==> config.mk <==
export PLATFORM = sky130hd
export DESIGN_NAME = psg_three_tone_noise_envelope
export DESIGN_NICKNAME = d
export VERILOG_FILES = /design/src/rtl/core/psg_pkg.sv /design/src/rtl/core/psg_div.sv /design/src/rtl/core/psg_datapath.sv /design/src/rtl/core/psg_ctrl.sv /design/src/rtl/core/psg_three_tone_noise_envelope.sv
export SDC_FILE = /design/constraint.sdc
export NUM_CORES = 2
export LEC_CHECK = 0
export ABC_CLOCK_PERIOD_IN_PS = 15550
export BUFFER_PORTS_ARGS = -buffer_cell sky130_fd_sc_hd__buf_2
export CORE_MARGIN = 1
export CORE_UTILIZATION = 70
export CTS_CLUSTER_DIAMETER = 60
export DETAILED_ROUTE_END_ITERATION = 8
export PLACE_DENSITY = 0.92
export SLEW_MARGIN = 10
export SYNTH_ARGS = -nofsm -noshare
export SYNTH_HDL_FRONTEND = slang
export SYNTH_SLANG_ARGS = --single-unit
==> constraint.sdc <==
create_clock -name clk -period 15.55 [get_ports clk]
set_input_delay 1.555 -clock clk [delete_from_list [all_inputs] [get_ports clk]]
set_output_delay 1.555 -clock clk [all_outputs]
set_load 0.05 [all_outputs]
==> src/rtl/core/psg_pkg.sv <==
// Shared types, constants and the level ROM function for the three-tone sound generator.
// Used by every module of the block; depends on nothing else.
package psg_pkg;

  // Chip register file size.
  localparam int NUM_CHIP_REGS = 16;

  // Configuration port.
  localparam int TICK_W    = 26;
  localparam int AMP_W     = 5;
  localparam int MODE_W    = 2;
  localparam int CFG_W     = 26;
  localparam int CFG_IDX_W = 2;

  localparam logic [CFG_IDX_W-1:0] CFG_TICK   = 2'd0;
  localparam logic [CFG_IDX_W-1:0] CFG_AMP    = 2'd1;
  localparam logic [CFG_IDX_W-1:0] CFG_STEREO = 2'd2;

  localparam logic [MODE_W-1:0] STEREO_ACB = 2'd2;

  localparam logic [TICK_W-1:0] TICK_RESET = 26'd3328000;
  localparam logic [AMP_W-1:0]  AMP_RESET  = 5'd31;

  // Input command codes.
  localparam logic CMD_WRITE  = 1'b0;
  localparam logic CMD_SAMPLE = 1'b1;

  // Chip register numbers.
  localparam logic [3:0] REG_TONE_LAST  = 4'd5;
  localparam logic [3:0] REG_NOISE      = 4'd6;
  localparam logic [3:0] REG_MIXER      = 4'd7;
  localparam logic [3:0] REG_LEVEL_A    = 4'd8;
  localparam logic [3:0] REG_LEVEL_B    = 4'd9;
  localparam logic [3:0] REG_LEVEL_C    = 4'd10;
  localparam logic [3:0] REG_ENV_FINE   = 4'd11;
  localparam logic [3:0] REG_ENV_COARSE = 4'd12;
  localparam logic [3:0] REG_ENV_SHAPE  = 4'd13;

  // Channel numbers; a sample visits them in the order C, A, B.
  localparam logic [1:0] CH_A = 2'd0;
  localparam logic [1:0] CH_B = 2'd1;
  localparam logic [1:0] CH_C = 2'd2;

  // Datapath constants.
  localparam logic [31:0] ENV_SUB_WRAP = 32'h0100_0000;
  localparam logic [7:0]  MIX_MID      = 8'h80;
  localparam logic [16:0] LFSR_RESET   = 17'd1;

  // Shared divider widths.
  localparam int DIV_N_W   = 38;
  localparam int DIV_D_W   = 32;
  localparam int DIV_CNT_W = $clog2(DIV_N_W + 1);

  // Attenuation per 3 dB step, Q16.
  localparam logic [16:0] ATT_Q16 [15] = '{
    17'd65536, 17'd46396, 17'd32846, 17'd23253, 17'd16462, 17'd11654, 17'd8250, 17'd5841,
    17'd4135, 17'd2927, 17'd2072, 17'd1467, 17'd1039, 17'd735, 17'd521
  };

  typedef struct packed {
    logic       cmd;
    logic [3:0] reg_addr;
    logic [7:0] reg_data;
  } in_item_t;

  typedef struct packed {
    logic [7:0] left_sample;
    logic [7:0] right_sample;
  } out_item_t;

  // Operand selection for the shared divider.
  typedef enum logic [1:0] {
    DIV_MOD = 2'd0,
    DIV_ENV = 2'd1,
    DIV_SUB = 2'd2
  } div_sel_t;

  // Commands from the controller to the datapath.
  typedef struct packed {
    logic       load;
    logic       reg_write;
    logic       div_start;
    div_sel_t   div_sel;
    logic       mod_apply;
    logic       env_apply;
    logic       ch_step1;
    logic       ch_step2;
    logic       sub_apply;
    logic       sub_neg;
    logic       ch_store;
    logic       finish;
    logic [1:0] ch;
  } ctrl_cmd_t;

  // Status from the datapath to the controller.
  typedef struct packed {
    logic need_mod;
    logic env_eval;
    logic ch_enabled;
    logic need_sub1;
    logic need_sub2;
    logic div_done;
    logic out_free;
  } ctrl_status_t;

  // Volume ROM entry for a given peak amplitude; entry zero is silence.
  function automatic logic [AMP_W-1:0] level_rom(input logic [AMP_W-1:0] amp,
                                                 input logic [3:0] idx);
    logic [21:0] prod;
    if (idx == 4'd0) begin
      return '0;
    end
    prod = 22'(amp) * 22'(ATT_Q16[4'd15 - idx]) + 22'd32768;
    return prod[20:16];
  endfunction

endpackage

==> src/rtl/core/psg_div.sv <==
// Shared restoring divider: one quotient bit per cycle, quotient and remainder held until restart.
// Depends on psg_pkg for its widths.
module psg_div (
  input  logic                         clk,
  input  logic                         rst,
  input  logic                         start,
  input  logic [psg_pkg::DIV_N_W-1:0]  dividend,
  input  logic [psg_pkg::DIV_D_W-1:0]  divisor,
  output logic [psg_pkg::DIV_N_W-1:0]  quotient,
  output logic [psg_pkg::DIV_D_W-1:0]  remainder,
  output logic                         done
);
  import psg_pkg::*;

  logic                 busy;
  logic [DIV_CNT_W-1:0] cnt;
  logic [DIV_D_W-1:0]   dsr;
  logic [DIV_D_W:0]     rem_sh;
  logic                 fits;

  // Shift in the next dividend bit and try a subtraction.
  assign rem_sh = {remainder, quotient[DIV_N_W-1]};
  assign fits   = rem_sh >= {1'b0, dsr};

  // Iteration control.
  always_ff @(posedge clk) begin
    if (rst) begin
      busy <= 1'b0;
      done <= 1'b0;
      cnt  <= '0;
    end else begin
      done <= 1'b0;
      if (start) begin
        busy <= 1'b1;
        cnt  <= DIV_CNT_W'(DIV_N_W);
      end else if (busy) begin
        cnt <= cnt - 1'b1;
        if (cnt == DIV_CNT_W'(1)) begin
          busy <= 1'b0;
          done <= 1'b1;
        end
      end
    end
  end

  // Partial remainder and quotient.
  always_ff @(posedge clk) begin
    if (start) begin
      quotient  <= dividend;
      remainder <= '0;
      dsr       <= divisor;
    end else if (busy) begin
      quotient <= {quotient[DIV_N_W-2:0], fits};
      if (fits) begin
        remainder <= DIV_D_W'(rem_sh - {1'b0, dsr});
      end else begin
        remainder <= rem_sh[DIV_D_W-1:0];
      end
    end
  end

endmodule

==> src/rtl/core/psg_datapath.sv <==
// Datapath of the sound generator: chip registers, tone, noise and envelope state, mixer, output.
// Depends on psg_pkg and instantiates psg_div.
module psg_datapath (
  input  logic                           clk,
  input  logic                           rst,
  input  psg_pkg::in_item_t              in_data,
  input  logic                           cfg_wr_en,
  input  logic [psg_pkg::CFG_IDX_W-1:0]  cfg_index,
  input  logic [psg_pkg::CFG_W-1:0]      cfg_data,
  input  psg_pkg::ctrl_cmd_t             cmd,
  output psg_pkg::ctrl_status_t          status,
  output logic                           out_valid,
  input  logic                           out_ready,
  output psg_pkg::out_item_t             out_data
);
  import psg_pkg::*;

  // Configuration.
  logic [TICK_W-1:0] tick;
  logic [AMP_W-1:0]  amp;
  logic [MODE_W-1:0] stereo;

  // Chip state.
  logic [7:0]  chip_regs [NUM_CHIP_REGS];
  logic [31:0] tone_phase [3];
  logic [31:0] tone_period [3];
  logic [31:0] noise_phase, noise_period;
  logic [16:0] lfsr;
  logic        noise_bit;
  logic [15:0] env_step, env_period;
  logic [31:0] env_subcount;
  logic        env_hold, env_flip;
  logic [AMP_W-1:0] env_out_level;

  // Current transaction and per-channel work registers.
  logic        sample_mode;
  logic [3:0]  item_addr;
  logic [7:0]  item_data;
  logic [AMP_W-1:0] ch_level;
  logic [AMP_W-1:0] env_sample_level;
  logic [7:0]  ch_d;
  logic [31:0] ph1, sub_x;
  logic        need1, need2;
  logic [7:0]  acc [3];

  // Divider.
  logic                 div_start;
  logic [DIV_N_W-1:0]   div_num, div_quo;
  logic [DIV_D_W-1:0]   div_den, div_rem;
  logic                 div_done;

  logic [31:0] tick32;
  logic [1:0]  ch_idx;
  logic [31:0] cur_phase, cur_period, period2;
  logic        is_tone;
  logic [7:0]  pair_lo, pair_hi, lo_new, hi_new;
  logic [31:0] new_period;
  logic [19:0] step15;

  logic [7:0]  shape, mixer;
  logic        env_eval;
  logic [3:0]  v_raw, v1, v;
  logic [AMP_W-1:0] env_lvl_a, env_lvl_b;
  logic [31:0] sc_sum, sc_next;
  logic [16:0] st_inc, st_next;
  logic        sc_wrap, st_wrap, hold_set, hold_next;

  logic [7:0]  lvl_reg;
  logic [AMP_W-1:0] lvl_src, lvl;
  logic        tone_dis, noise_dis;
  logic [31:0] ph1_c, ph2;
  logic        high, wrap;

  logic [7:0]  left_c, right_c;
  logic [31:0] np_sum;

  assign tick32     = {{(32-TICK_W){1'b0}}, tick};
  assign ch_idx     = sample_mode ? cmd.ch : item_addr[2:1];
  assign cur_phase  = tone_phase[ch_idx];
  assign cur_period = tone_period[ch_idx];
  assign period2    = {cur_period[30:0], 1'b0};
  assign is_tone    = item_addr <= REG_TONE_LAST;
  assign shape      = chip_regs[REG_ENV_SHAPE];
  assign mixer      = chip_regs[REG_MIXER];
  assign step15     = 20'(env_step) * 20'd15;

  // Fine and coarse bytes of the channel being written, merged with the new byte.
  always_comb begin
    case (item_addr[2:1])
      CH_A:    begin pair_lo = chip_regs[0]; pair_hi = chip_regs[1]; end
      CH_B:    begin pair_lo = chip_regs[2]; pair_hi = chip_regs[3]; end
      CH_C:    begin pair_lo = chip_regs[4]; pair_hi = chip_regs[5]; end
      default: begin pair_lo = '0; pair_hi = '0; end
    endcase
    lo_new = item_addr[0] ? pair_lo : item_data;
    hi_new = item_addr[0] ? item_data : pair_hi;
  end
  assign new_period = {1'b0, hi_new[3:0], lo_new, 3'b000, 16'h0000};

  // Divider operand selection.
  always_comb begin
    case (cmd.div_sel)
      DIV_MOD: begin
        div_num = {6'b0, cur_phase};
        div_den = period2;
      end
      DIV_ENV: begin
        div_num = {18'b0, step15};
        div_den = {16'b0, env_period};
      end
      DIV_SUB: begin
        div_num = DIV_N_W'({ch_level, 1'b0}) * DIV_N_W'(sub_x);
        div_den = tick32;
      end
      default: begin
        div_num = '0;
        div_den = '0;
      end
    endcase
  end
  assign div_start = cmd.div_start;

  psg_div u_div (
    .clk       (clk),
    .rst       (rst),
    .start     (div_start),
    .dividend  (div_num),
    .divisor   (div_den),
    .quotient  (div_quo),
    .remainder (div_rem),
    .done      (div_done)
  );

  // Envelope level from the ratio, then the envelope advance for this sample.
  always_comb begin
    env_eval  = (env_period != 16'd0) && !env_hold;
    v_raw     = (|div_quo[DIV_N_W-1:4]) ? 4'd15 : div_quo[3:0];
    v1        = shape[2] ? v_raw : 4'd15 - v_raw;
    v         = env_eval ? (env_flip ? 4'd15 - v1 : v1) : 4'd0;
    env_lvl_a = env_eval ? level_rom(amp, v) : env_out_level;
    env_lvl_b = env_lvl_a;
    sc_sum    = env_subcount + tick32;
    sc_wrap   = sc_sum >= ENV_SUB_WRAP;
    sc_next   = sc_wrap ? sc_sum - ENV_SUB_WRAP : sc_sum;
    st_inc    = {1'b0, env_step} + 17'd1;
    st_wrap   = (env_period != 16'd0) && sc_wrap && (st_inc >= {1'b0, env_period});
    st_next   = st_wrap ? st_inc - {1'b0, env_period} : st_inc;
    hold_set  = st_wrap && !env_hold && (shape[0] || !shape[3]);
    hold_next = env_hold || hold_set;
    if (hold_set && (shape[1] || shape[3:2] == 2'b01)) begin
      env_lvl_b = level_rom(amp, 4'd15 - v);
    end
  end

  // Level and gating of the channel being processed.
  always_comb begin
    case (cmd.ch)
      CH_A:    lvl_reg = chip_regs[REG_LEVEL_A];
      CH_B:    lvl_reg = chip_regs[REG_LEVEL_B];
      CH_C:    lvl_reg = chip_regs[REG_LEVEL_C];
      default: lvl_reg = '0;
    endcase
    tone_dis  = mixer[cmd.ch];
    noise_dis = mixer[3'({1'b0, cmd.ch}) + 3'd3];
    lvl_src   = lvl_reg[4] ? env_sample_level : level_rom(amp, lvl_reg[3:0]);
    lvl       = (noise_bit || noise_dis) ? lvl_src : '0;
    high      = (lvl != '0) && (cur_phase >= cur_period);
    ph1_c     = cur_phase + tick32;
    wrap      = ph1 >= period2;
    ph2       = ph1 - period2;
  end

  // Mixer.
  always_comb begin
    if (stereo == STEREO_ACB) begin
      left_c  = MIX_MID + acc[CH_C] + acc[CH_A];
      right_c = MIX_MID + acc[CH_C] + acc[CH_B];
    end else begin
      left_c  = MIX_MID + acc[CH_C] + acc[CH_A] + acc[CH_B];
      right_c = left_c;
    end
  end
  assign np_sum = noise_phase + tick32;

  // Status for the controller.
  always_comb begin
    status.need_mod   = is_tone && (cur_period != 32'd0) && (cur_phase >= period2);
    status.env_eval   = env_eval;
    status.ch_enabled = !tone_dis || !noise_dis;
    status.need_sub1  = need1;
    status.need_sub2  = need2;
    status.div_done   = div_done;
    status.out_free   = !out_valid || out_ready;
  end

  // State with reset values.
  always_ff @(posedge clk) begin
    if (rst) begin
      tick         <= TICK_RESET;
      amp          <= AMP_RESET;
      stereo       <= '0;
      for (int i = 0; i < NUM_CHIP_REGS; i++) begin
        chip_regs[i] <= '0;
      end
      for (int i = 0; i < 3; i++) begin
        tone_phase[i]  <= '0;
        tone_period[i] <= '0;
      end
      noise_phase  <= '0;
      noise_period <= '0;
      lfsr         <= LFSR_RESET;
      noise_bit    <= 1'b1;
      env_step     <= '0;
      env_subcount <= '0;
      env_period   <= '0;
      env_hold     <= 1'b0;
      env_flip     <= 1'b0;
      env_out_level <= '0;
      out_valid    <= 1'b0;
    end else begin
      // Configuration writes.
      if (cfg_wr_en) begin
        case (cfg_index)
          CFG_TICK:   tick   <= cfg_data[TICK_W-1:0];
          CFG_AMP:    amp    <= cfg_data[AMP_W-1:0];
          CFG_STEREO: stereo <= cfg_data[MODE_W-1:0];
          default:    ;
        endcase
      end

      // Chip register write and its side effects.
      if (cmd.reg_write && ({1'b0, item_addr} < 5'(NUM_CHIP_REGS))) begin
        chip_regs[item_addr] <= item_data;
        if (is_tone) begin
          tone_period[ch_idx] <= new_period;
        end
        case (item_addr)
          REG_NOISE: begin
            noise_phase  <= '0;
            noise_period <= {7'b0, item_data[4:0], 4'b0, 16'h0000};
          end
          REG_ENV_FINE:   env_period <= {chip_regs[REG_ENV_COARSE], item_data};
          REG_ENV_COARSE: env_period <= {item_data, chip_regs[REG_ENV_FINE]};
          REG_ENV_SHAPE: begin
            env_step     <= '0;
            env_subcount <= '0;
            env_hold     <= 1'b0;
            env_flip     <= 1'b0;
            env_out_level <= '0;
          end
          default: ;
        endcase
      end

      // Phase reduction after a tone period change.
      if (cmd.mod_apply) begin
        tone_phase[ch_idx] <= div_rem;
      end

      // Envelope level and advance.
      if (cmd.env_apply) begin
        env_out_level <= env_lvl_b;
        if (env_period != 16'd0) begin
          env_subcount <= sc_next;
          if (sc_wrap) begin
            env_step <= st_next[15:0];
          end
          env_hold <= hold_next;
          if (st_wrap && !hold_next && shape[1]) begin
            env_flip <= !env_flip;
          end
        end
      end

      // Phase wrap at the end of a channel's half cycle pair.
      if (cmd.ch_step2) begin
        tone_phase[ch_idx] <= wrap ? ph2 : ph1;
      end

      // Output register and noise generator advance.
      if (cmd.finish) begin
        out_valid <= 1'b1;
        if (np_sum >= noise_period) begin
          if (lfsr[0] ^ lfsr[1]) begin
            noise_bit <= !noise_bit;
          end
          lfsr        <= {lfsr[0] ^ lfsr[2], lfsr[16:1]};
          noise_phase <= np_sum - noise_period;
        end else begin
          noise_phase <= np_sum;
        end
      end else if (out_ready) begin
        out_valid <= 1'b0;
      end
    end
  end

  // Work registers of the current transaction.
  always_ff @(posedge clk) begin
    if (cmd.load) begin
      sample_mode <= in_data.cmd;
      item_addr   <= in_data.reg_addr;
      item_data   <= in_data.reg_data;
      for (int i = 0; i < 3; i++) begin
        acc[i] <= '0;
      end
    end
    // Channels of this sample use the envelope level before the advance.
    if (cmd.env_apply) begin
      env_sample_level <= env_lvl_a;
    end
    if (cmd.ch_step1) begin
      ch_level <= lvl;
      if (lvl == '0) begin
        ch_d <= '0;
      end else if (high) begin
        ch_d <= 8'(lvl);
      end else begin
        ch_d <= 8'd0 - 8'(lvl);
      end
      ph1   <= ph1_c;
      sub_x <= ph1_c - cur_period;
      need1 <= (lvl != '0) && !high && (ph1_c >= cur_period) && (tick != '0);
    end
    if (cmd.ch_step2) begin
      sub_x <= ph2;
      need2 <= wrap && (ch_level != '0) && (ph2 < cur_period) && (tick != '0);
    end
    if (cmd.sub_apply) begin
      ch_d <= cmd.sub_neg ? ch_d - div_quo[7:0] : ch_d + div_quo[7:0];
    end
    if (cmd.ch_store) begin
      acc[cmd.ch] <= ch_d;
    end
    if (cmd.finish) begin
      out_data.left_sample  <= left_c;
      out_data.right_sample <= right_c;
    end
  end

endmodule

==> src/rtl/core/psg_ctrl.sv <==
// Controller state machine: sequences register writes, divisions and the three channels of a sample.
// Depends on psg_pkg for the command and status structs.
module psg_ctrl (
  input  logic                   clk,
  input  logic                   rst,
  input  logic                   in_valid,
  input  logic                   in_cmd,
  output logic                   in_ready,
  input  psg_pkg::ctrl_status_t  status,
  output psg_pkg::ctrl_cmd_t     cmd
);
  import psg_pkg::*;

  typedef enum logic [14:0] {
    S_IDLE     = 15'b000000000000001,
    S_WRITE    = 15'b000000000000010,
    S_MODCHK   = 15'b000000000000100,
    S_MODWAIT  = 15'b000000000001000,
    S_ENVCHK   = 15'b000000000010000,
    S_ENVWAIT  = 15'b000000000100000,
    S_ENVAPPLY = 15'b000000001000000,
    S_CHSTEP1  = 15'b000000010000000,
    S_CHSUB1   = 15'b000000100000000,
    S_SUB1WAIT = 15'b000001000000000,
    S_CHSTEP2  = 15'b000010000000000,
    S_CHSUB2   = 15'b000100000000000,
    S_SUB2WAIT = 15'b001000000000000,
    S_CHEND    = 15'b010000000000000,
    S_OUT      = 15'b100000000000000
  } state_t;

  state_t     state, state_next;
  logic [1:0] ch, ch_next;
  logic [1:0] ch_after;
  logic       ch_last;

  // Channel order C, A, B.
  assign ch_last  = ch == CH_B;
  assign ch_after = (ch == CH_C) ? CH_A : CH_B;

  always_ff @(posedge clk) begin
    if (rst) begin
      state <= S_IDLE;
      ch    <= CH_C;
    end else begin
      state <= state_next;
      ch    <= ch_next;
    end
  end

  // Next state and commands.
  always_comb begin
    state_next = state;
    ch_next    = ch;
    cmd        = '0;
    cmd.ch     = ch;
    in_ready   = 1'b0;
    case (state)
      S_IDLE: begin
        in_ready = 1'b1;
        if (in_valid) begin
          cmd.load   = 1'b1;
          ch_next    = CH_C;
          state_next = (in_cmd == CMD_SAMPLE) ? S_ENVCHK : S_WRITE;
        end
      end
      S_WRITE: begin
        cmd.reg_write = 1'b1;
        state_next    = S_MODCHK;
      end
      S_MODCHK: begin
        cmd.div_sel = DIV_MOD;
        if (status.need_mod) begin
          cmd.div_start = 1'b1;
          state_next    = S_MODWAIT;
        end else begin
          state_next = S_IDLE;
        end
      end
      S_MODWAIT: begin
        if (status.div_done) begin
          cmd.mod_apply = 1'b1;
          state_next    = S_IDLE;
        end
      end
      S_ENVCHK: begin
        cmd.div_sel = DIV_ENV;
        if (status.env_eval) begin
          cmd.div_start = 1'b1;
          state_next    = S_ENVWAIT;
        end else begin
          state_next = S_ENVAPPLY;
        end
      end
      S_ENVWAIT: begin
        if (status.div_done) begin
          state_next = S_ENVAPPLY;
        end
      end
      S_ENVAPPLY: begin
        cmd.env_apply = 1'b1;
        state_next    = S_CHSTEP1;
      end
      S_CHSTEP1: begin
        if (status.ch_enabled) begin
          cmd.ch_step1 = 1'b1;
          state_next   = S_CHSUB1;
        end else if (ch_last) begin
          state_next = S_OUT;
        end else begin
          ch_next = ch_after;
        end
      end
      S_CHSUB1: begin
        cmd.div_sel = DIV_SUB;
        if (status.need_sub1) begin
          cmd.div_start = 1'b1;
          state_next    = S_SUB1WAIT;
        end else begin
          state_next = S_CHSTEP2;
        end
      end
      S_SUB1WAIT: begin
        if (status.div_done) begin
          cmd.sub_apply = 1'b1;
          state_next    = S_CHSTEP2;
        end
      end
      S_CHSTEP2: begin
        cmd.ch_step2 = 1'b1;
        state_next   = S_CHSUB2;
      end
      S_CHSUB2: begin
        cmd.div_sel = DIV_SUB;
        if (status.need_sub2) begin
          cmd.div_start = 1'b1;
          state_next    = S_SUB2WAIT;
        end else begin
          state_next = S_CHEND;
        end
      end
      S_SUB2WAIT: begin
        if (status.div_done) begin
          cmd.sub_apply = 1'b1;
          cmd.sub_neg   = 1'b1;
          state_next    = S_CHEND;
        end
      end
      S_CHEND: begin
        cmd.ch_store = 1'b1;
        if (ch_last) begin
          state_next = S_OUT;
        end else begin
          ch_next    = ch_after;
          state_next = S_CHSTEP1;
        end
      end
      S_OUT: begin
        if (status.out_free) begin
          cmd.finish = 1'b1;
          state_next = S_IDLE;
        end
      end
      default: begin
        state_next = S_IDLE;
      end
    endcase
  end

endmodule

==> src/rtl/core/psg_three_tone_noise_envelope.sv <==
// Register write: stores the register, then reduces the tone phase by the new period when needed.
// Sample request: evaluates the envelope, then steps each enabled channel in turn; the shared
// 38-bit divider serves one division for the envelope ratio and up to two per channel for the
// edge correction, and the result may wait on an output stall.
// One transaction is in work at a time; the output register frees the input while a result waits.
// Synchronous active-high reset loads the power-on chip state and the default configuration.
module psg_three_tone_noise_envelope (
  input  logic                           clk,
  input  logic                           rst,
  input  logic                           in_valid,
  output logic                           in_ready,
  input  psg_pkg::in_item_t              in_data,
  output logic                           out_valid,
  input  logic                           out_ready,
  output psg_pkg::out_item_t             out_data,
  input  logic                           cfg_wr_en,
  input  logic [psg_pkg::CFG_IDX_W-1:0]  cfg_index,
  input  logic [psg_pkg::CFG_W-1:0]      cfg_data
);
  import psg_pkg::*;

  ctrl_cmd_t    cmd;
  ctrl_status_t status;

  // Sequencer.
  psg_ctrl u_ctrl (
    .clk      (clk),
    .rst      (rst),
    .in_valid (in_valid),
    .in_cmd   (in_data.cmd),
    .in_ready (in_ready),
    .status   (status),
    .cmd      (cmd)
  );

  // Arithmetic and state.
  psg_datapath u_datapath (
    .clk       (clk),
    .rst       (rst),
    .in_data   (in_data),
    .cfg_wr_en (cfg_wr_en),
    .cfg_index (cfg_index),
    .cfg_data  (cfg_data),
    .cmd       (cmd),
    .status    (status),
    .out_valid (out_valid),
    .out_ready (out_ready),
    .out_data  (out_data)
  );

endmodule

## Word-level counts from Yosys, hierarchy flattened

Memories as Yosys holds them, arrays and structs flattened.
Index checks and enable logic that the tools add are counted.

| word-level totals | value |
|---|---|
| register bits | 400 |
| latch bits | 0 |
| memory bits (writable) | 284 |
| ROM bits | 816 |
| output and inout port bits | 18 |
| logic and storage cells | 365 |
| memories | 7 |

Memories:

| name | words | bits a word | rd ports | clocked after Yosys merged registers in | write ports | line | RTL |
|---|---|---|---|---|---|---|---|
| (name not given) | 16 | 17 | 1 | 0 | 0 | psg_pkg.sv:113 | `prod = 22'(amp) * 22'(ATT_Q16[4'd15 - idx]) + 22'd32768;` |
| (name not given) | 16 | 17 | 1 | 0 | 0 | psg_pkg.sv:113 |  |
| (name not given) | 16 | 17 | 1 | 0 | 0 | psg_pkg.sv:113 |  |
| u_datapath.chip_regs | 16 | 8 | 13 | 0 | 16 | psg_datapath.sv:24 | `logic [7:0] chip_regs [NUM_CHIP_REGS];` |
| u_datapath.tone_phase | 3 | 32 | 1 | 0 | 3 | psg_datapath.sv:25 | `logic [31:0] tone_phase [3];` |
| u_datapath.tone_period | 3 | 12 | 1 | 0 | 3 | psg_datapath.sv:26 | `logic [31:0] tone_period [3];` |
| 1 more memories | n/a | n/a | n/a | n/a | n/a | n/a |  |

| cells by class | value |
|---|---|
| $add $sub $neg | 27 |
| $mul | 5 |
| divide/modulo/power cells | 0 |
| $lt $le $gt $ge | 15 |
| equal/unequal tests | 38 |
| shift operators | 0 |
| mux-type cells | 158 |
| bitwise operators | 7 |
| reduce and logical (&&, ||, !) cells | 73 |

Operators with widths:

| operator | number |
|---|---|
| $mux W32 | 15 |
| $pmux W15 S15 | 1 |
| $mux W15 | 9 |
| $ge A32 B32 Y1 | 4 |
| $pmux W38 S3 | 1 |
| $mux W17 | 6 |
| $add A32 B26 Y32 | 3 |
| $mux W16 | 6 |
| $pmux W32 S3 | 1 |
| $sub A32 B32 Y32 | 3 |
| $mux W8 | 10 |
| $mux W38 | 2 |
| $mux W5 | 14 |
| $add A21 B16 Y21 const B | 3 |
| $mul A5 B17 Y21 | 3 |
| $mux W1 | 63 |
| $mul A5 B32 Y37 | 1 |
| $reduce_or A34 Y1 | 1 |
| $ge A33 B32 Y1 | 1 |
| $add A8 B8 Y8 | 4 |
| $ge A32 B25 Y1 | 1 |
| $ge A32 B25 Y1 const B | 1 |
| $lt A32 B32 Y1 | 1 |
| $pmux W16 S2 | 1 |
| other kinds (78) | 168 |

## Depth between registers and ports, before layout

| logic depth | value |
|---|---|
| word-level depth | 18 |
| depth in mapped cells | 34 |
| mapped depth without buffers | 32 |

## Modules after synthesis

A second synthesis with hierarchy kept.

| second synthesis, totals | value |
|---|---|
| cells, all modules | 5847 |
| area, all modules | 54888.9 um^2 |

By module, submodules not included:

| module | times used | cells an instance | area an instance (um^2) |
|---|---|---|---|
| psg_datapath | 1 | 5068 | 47501.8 |
| psg_div | 1 | 625 | 6237.2 |
| psg_ctrl | 1 | 154 | 1149.9 |

## Least setup slack after synthesis

No wires, ideal clock.

| path | value |
|---|---|
| path kind | reg2reg |
| from | register u_ctrl.ch[0] |
| to | register u_datapath.need1 (data pin) |
| library setup time | 130 ps |
| arrival time | 7299 ps |
| required time | 15420 ps |
| path slack | 8122 ps |
| cell stages (with the launch flop) | 30 |
| clock period less this slack | 7428 ps |
| path through | dfxtp_1 -> clkbuf_1 -> mux2_2 -> buf_2 -> mux4_2 -> ha_1 -> inv_1 -> fa_1 -> nor2b_1 -> o21ai_0 -> a21boi_0 -> o21a_1 -> o31ai_1 -> o311ai_0 -> a41o_1 -> o211ai_1 -> nand4_1 -> and2_1 -> a41oi_1 -> xnor2_1 -> ha_1 -> nand4_1 -> or3_1 -> or4_1 -> or4_1 -> or4_1 -> or4_1 -> or4_1 -> o41ai_1 -> o21a_1 |

RTL lines:

| element | line | RTL |
|---|---|---|
| start: declaration | psg_ctrl.sv:33 | `logic [1:0] ch, ch_next;` |
| start signal: assignment | psg_ctrl.sv:47 | `ch <= ch_next;` |
| $mux W2 | psg_datapath.sv:78 | `assign ch_idx = sample_mode ? cmd.ch : item_addr[2:1];` |
| $mem_v2 Z3 W32 | n/a |  |
| $add A32 B26 Y32 | psg_datapath.sv:168 | `ph1_c = cur_phase + tick32;` |
| named net u_datapath.ph1_c[30] | psg_datapath.sv:71 | `logic [31:0] ph1_c, ph2;` |
| $ge A32 B32 Y1 | psg_datapath.sv:323 | `need1 <= (lvl != '0) && !high && (ph1_c >= cur_period) && (tick != '0);` |
| $logic_and A1 B1 Y1 (2 in series) | psg_datapath.sv:323 |  |
| end signal: assignment | psg_datapath.sv:323 |  |
| end: declaration | psg_datapath.sv:43 | `logic need1, need2;` |

The timed path passes the listed nets, and every way through them passes these cells. The select of a mux whose other input is x is not followed.
A chain may end at the register's enable or synchronous reset.

## Worst setup path in the final report

| path | value |
|---|---|
| from | register u_datapath.u_div.quotient[7] in the netlist's numbering |
| to | register u_datapath.env_out_level[3] |

| between the ends | value |
|---|---|
| word-level cells in the longest chain between the ends | 18 |

Ends and longest elaborated chain:

| element | line | RTL |
|---|---|---|
| start: declaration | psg_div.sv:9 | `output logic [psg_pkg::DIV_N_W-1:0] quotient,` |
| start signal: assignment | psg_div.sv:49 | `quotient <= dividend;` |
| start signal: assignment | psg_div.sv:53 | `quotient <= {quotient[DIV_N_W-2:0], fits};` |
| $reduce_or A34 Y1 (*) | psg_datapath.sv:137 | `v_raw = (\|div_quo[DIV_N_W-1:4]) ? 4'd15 : div_quo[3:0];` |
| $mux W4 (*) | psg_datapath.sv:137 |  |
| $sub A4 B4 Y4 | psg_datapath.sv:138 | `v1 = shape[2] ? v_raw : 4'd15 - v_raw;` |
| $mux W4 (*) | psg_datapath.sv:138 |  |
| $sub A4 B4 Y4 | psg_datapath.sv:139 | `v = env_eval ? (env_flip ? 4'd15 - v1 : v1) : 4'd0;` |
| $mux W4 (*) (2 in series) | psg_datapath.sv:139 |  |
| $sub A4 B4 Y4 | psg_pkg.sv:113 |  |
| $not A4 Y5 (implied by the code) | psg_pkg.sv:113 |  |
| $mem_v2 Z16 W17 | n/a |  |
| $mux W17 (implied by the code) (2 in series) | psg_pkg.sv:113 |  |
| $mul A5 B17 Y21 | psg_pkg.sv:113 |  |
| $add A21 B16 Y21 | psg_pkg.sv:113 |  |
| $mux W5 (*) | psg_pkg.sv:113 |  |
| $mux W5 (*) | psg_datapath.sv:140 | `env_lvl_a = env_eval ? level_rom(amp, v) : env_out_level;` |
| named net u_datapath.env_lvl_a[3] | psg_datapath.sv:63 | `logic [AMP_W-1:0] env_lvl_a, env_lvl_b;` |
| $mux W5 (*) | psg_datapath.sv:150 | `if (hold_set && (shape[1] \|\| shape[3:2] == 2'b01)) begin` |
| $mux W5 (*) | psg_datapath.sv:261 | `if (cmd.env_apply) begin` |
| end signal: assignment | psg_datapath.sv:262 | `env_out_level <= env_lvl_b;` |
| end: declaration | psg_datapath.sv:33 | `logic [AMP_W-1:0] env_out_level;` |

Mark *: on every way through the listed nets, which the timed path passes. The rest lies on a longest branch. The select of a mux whose other input is x is not followed.

==> impl_metrics.json <==
{
  "run_status": "finished, final reports clean",
  "clockBufferDepth": 3,
  "cts_setup_buffers": 0,
  "finalCritPeriodShare_pct": 57.8,
  "rr_endpoint": "u_datapath.env_out_level[3]",
  "syn_nets": 6501,
  "min_to": "u_datapath.noise_phase[25]",
  "drt_wl_total_um": 162000,
  "syn_area_per_cell_um2": 9.42,
  "slowest_delay_ps": 550,
  "startpoint": "u_datapath.u_div.quotient[7]",
  "std_cell_rows": 101,
  "overflow": 0,
  "setup_tns_ps": 0,
  "fin_nets": 6473,
  "crit_required_ps": 16090,
  "slowest_stage": "or3_1",
  "skew_ps": 40.4,
  "slew_headroom_pct": 21.2,
  "port_buffers": 63,
  "cts_hold_buf": 0,
  "grt_setup_unrepaired": "false",
  "grt_pass1_wl_um": 249000,
  "dieWidth_um": 280,
  "gp_congestion": 1.04,
  "r2r-start": "u_datapath.u_div.quotient[7]",
  "synth.top_cell.area_share_pct": 25.6,
  "drv_cap": 0,
  "io_pins": 64,
  "drt_iter0_markers": 5788,
  "finalHoldViolations": 0,
  "ff2ff_path_depth": 31,
  "slew_violations": 0,
  "dieArea_um2": 78500,
  "total_power_uw": 6930,
  "yosysSeqAreaShare_pct": 33.6,
  "power_leakage_uw": 0.0249,
  "die_h_um": 280,
  "synth_area_leaders": "edfxtp_1 26%, ha_1 10%, fa_1 9.7%, dfxtp_1 8.0%, and2_1 3.8%",
  "clkTransAtPathRegs_ps": 60,
  "crit_path_end_kind": "register",
  "setup_viol": 0,
  "drive_gt1_share_pct": 6.62,
  "cts-root-buf": "clkbuf_16",
  "htree_levels": 3,
  "synth-seq-cells": 679,
  "p_per_area_nw_per_um2": 120,
  "synthArstFlopShare_pct": 0,
  "critPathArrivalTime_ps": 9520,
  "peakVddDrop_uv": 118,
  "synthCells": 5751,
  "grt_antenna_before_repair": 10,
  "min_period_ps": 8980,
  "hp-start": "u_datapath.noise_phase[25]",
  "crit_path_start_kind": "register",
  "max_freq_mhz": 111,
  "drc": 0,
  "fin_ws_ps": 6570,
  "cts.repair.resized": 0,
  "grt_max_degree": 69,
  "clk-insertion-delay-late_ps": 650,
  "cts_sinks": 679,
  "syn-cell-area_um2": 54200,
  "ant_nets": 0,
  "holdPathStages": 2,
  "syn_to_final_growth_pct": 6.93,
  "path_class": "register to register",
  "yosysUniqueCellTypes": 92,
  "synth_edf_count": 462,
  "synth_top_area_cell": "edfxtp_1",
  "dr_total_vias": 45700,
  "core_um2": 76300,
  "hold_class": "register to register",
  "dp_hpwl_um": 118000,
  "routedWlPerCell_um": 23.7,
  "cts_made_buffers": 75,
  "cts_tree": "done",
  "dp_slack_ps": 6740,
  "drt-vias-per-instance": 6.70,
  "n_fill_cell": 4998,
  "grt.total_usage_pct": 41.4,
  "initial_core_util_pct": 71.0,
  "tightest_slew_ps": 1180,
  "r2r_slack_ps": 6570,
  "yosysWarnings": 0,
  "worstPathMaxFanout": 8,
  "first_pass_iters": 8,
  "grt_pass1_vias": 44200,
  "synth_flop_cell": "edfxtp_1"
}
[flip-flops by register name, indices dropped and copies added, names as in the netlist, 26 cells and up]
register / flops
u_datapath.tone_period: 48
u_datapath.tick: 26
u_datapath.u_div.quotient: 38
u_datapath.u_div.dsr: 32
u_datapath.sub_x: 32
u_datapath.ph1: 32
u_datapath.chip_regs: 79
u_datapath.env_subcount: 32
u_datapath.u_div.remainder: 32
u_datapath.tone_phase: 128
u_datapath.noise_phase: 32
[worst max path at each step]
stage	to	slack (ps)	cells past startpoint
after floorplan	u_datapath.need1	8120	29
after global placement	u_datapath.need1	6930	29
after detailed placement	u_datapath.need1	6740	29
after CTS	u_datapath.need1	6720	29
after global routing	u_datapath.env_out_level[3]	6080	31
final	u_datapath.env_out_level[3]	6570	31
[cell type report]
class / instances / area (µm²) / share of cell area (%)
multi-input combinational: 4317 / 33200 / 57.3
tap: 1030 / 1290 / 2.22
timing repair buffer: 126 / 795 / 1.37
sequential: 679 / 18200 / 31.4
clock inverter: 44 / 384 / 0.663
inverter: 524 / 1970 / 3.39
clock buffer: 96 / 2080 / 3.59
antenna: 6 / 15.0 / 0.0259
[per-stage QoR]
stage                     hold WS, ps  area, µm²  cells  util [%]
after global placement            443      55500   6676      72.7
after floorplan                   432      54200   5751         -
after detailed placement          451      55500   6676      72.7
final                             462      58000   6822      75.9
after CTS                         465      57900   6816      75.9
after global routing              478      57900   6817      75.9
[cell usage after synthesis (all sizes together) (102+ instances only)]
cell type,count
a21o,126
and2,329
inv,523
mux2i,115
a21oi,329
nand3,113
nand2,485
o21ai,205
xnor2,179
fa,263
clkbuf,193
nor3,102
nor2,508
edfxtp,462
ha,441
dfxtp,217
[kinds of logic after synthesis]
kind of cell	Yosys count	share of synthesized area (%)
XOR/XNOR	265	4.28
buffers and inverters	755	5.28
AND/OR/NAND/NOR	1995	18.4
AO/OA/AOI/OAI	1165	14.0
multiplexers	188	4.58
adder cells (fa/ha/maj)	704	19.9
flip-flops	679	33.6
[worst max-delay path: cells and delay by family (launching register included)]
kind / cells / cell delay [ps]
compound gates: 11 / 2790
xor+xnor: 2 / 450
fa+ha+maj: 5 / 2040
buf+inv: 3 / 210
flops: 1 / 430
mux: 1 / 120
simple gates: 9 / 2850
[report_power, final]
| part | switching, µW | total [µW] | internal (µW) |
|---|---|---|---|
| Clock | 789 | 1800 | 1010 |
| Sequential | 142 | 2230 | 2090 |
| Combinational | 1760 | 2900 | 1130 |
| Total | 2690 | 6930 | 4240 |
[placed cells by master (no fill, tap or decap), types with 203 or more instances in the layout]
| cell | n |
|---|---|
| inv_1 | 521 |
| nor2_1 | 502 |
| nand2_1 | 485 |
| edfxtp_1 | 462 |
| ha_1 | 441 |
| and2_1 | 329 |
| a21oi_1 | 327 |
| fa_1 | 263 |
| dfxtp_1 | 216 |
| o21ai_0 | 203 |
[layer usage]
layer / vias up / track usage (%) / share of wire [%]
met4: 10 / 21.4 / 5.9
met2: 3197 / 62.2 / 43
met5: - / 0 / 0.040
met1: 21700 / 53.8 / 36
met3: 663 / 12.8 / 14
li1: 20200 / - / -
No activity file was read; power rests on OpenSTA's default activity.
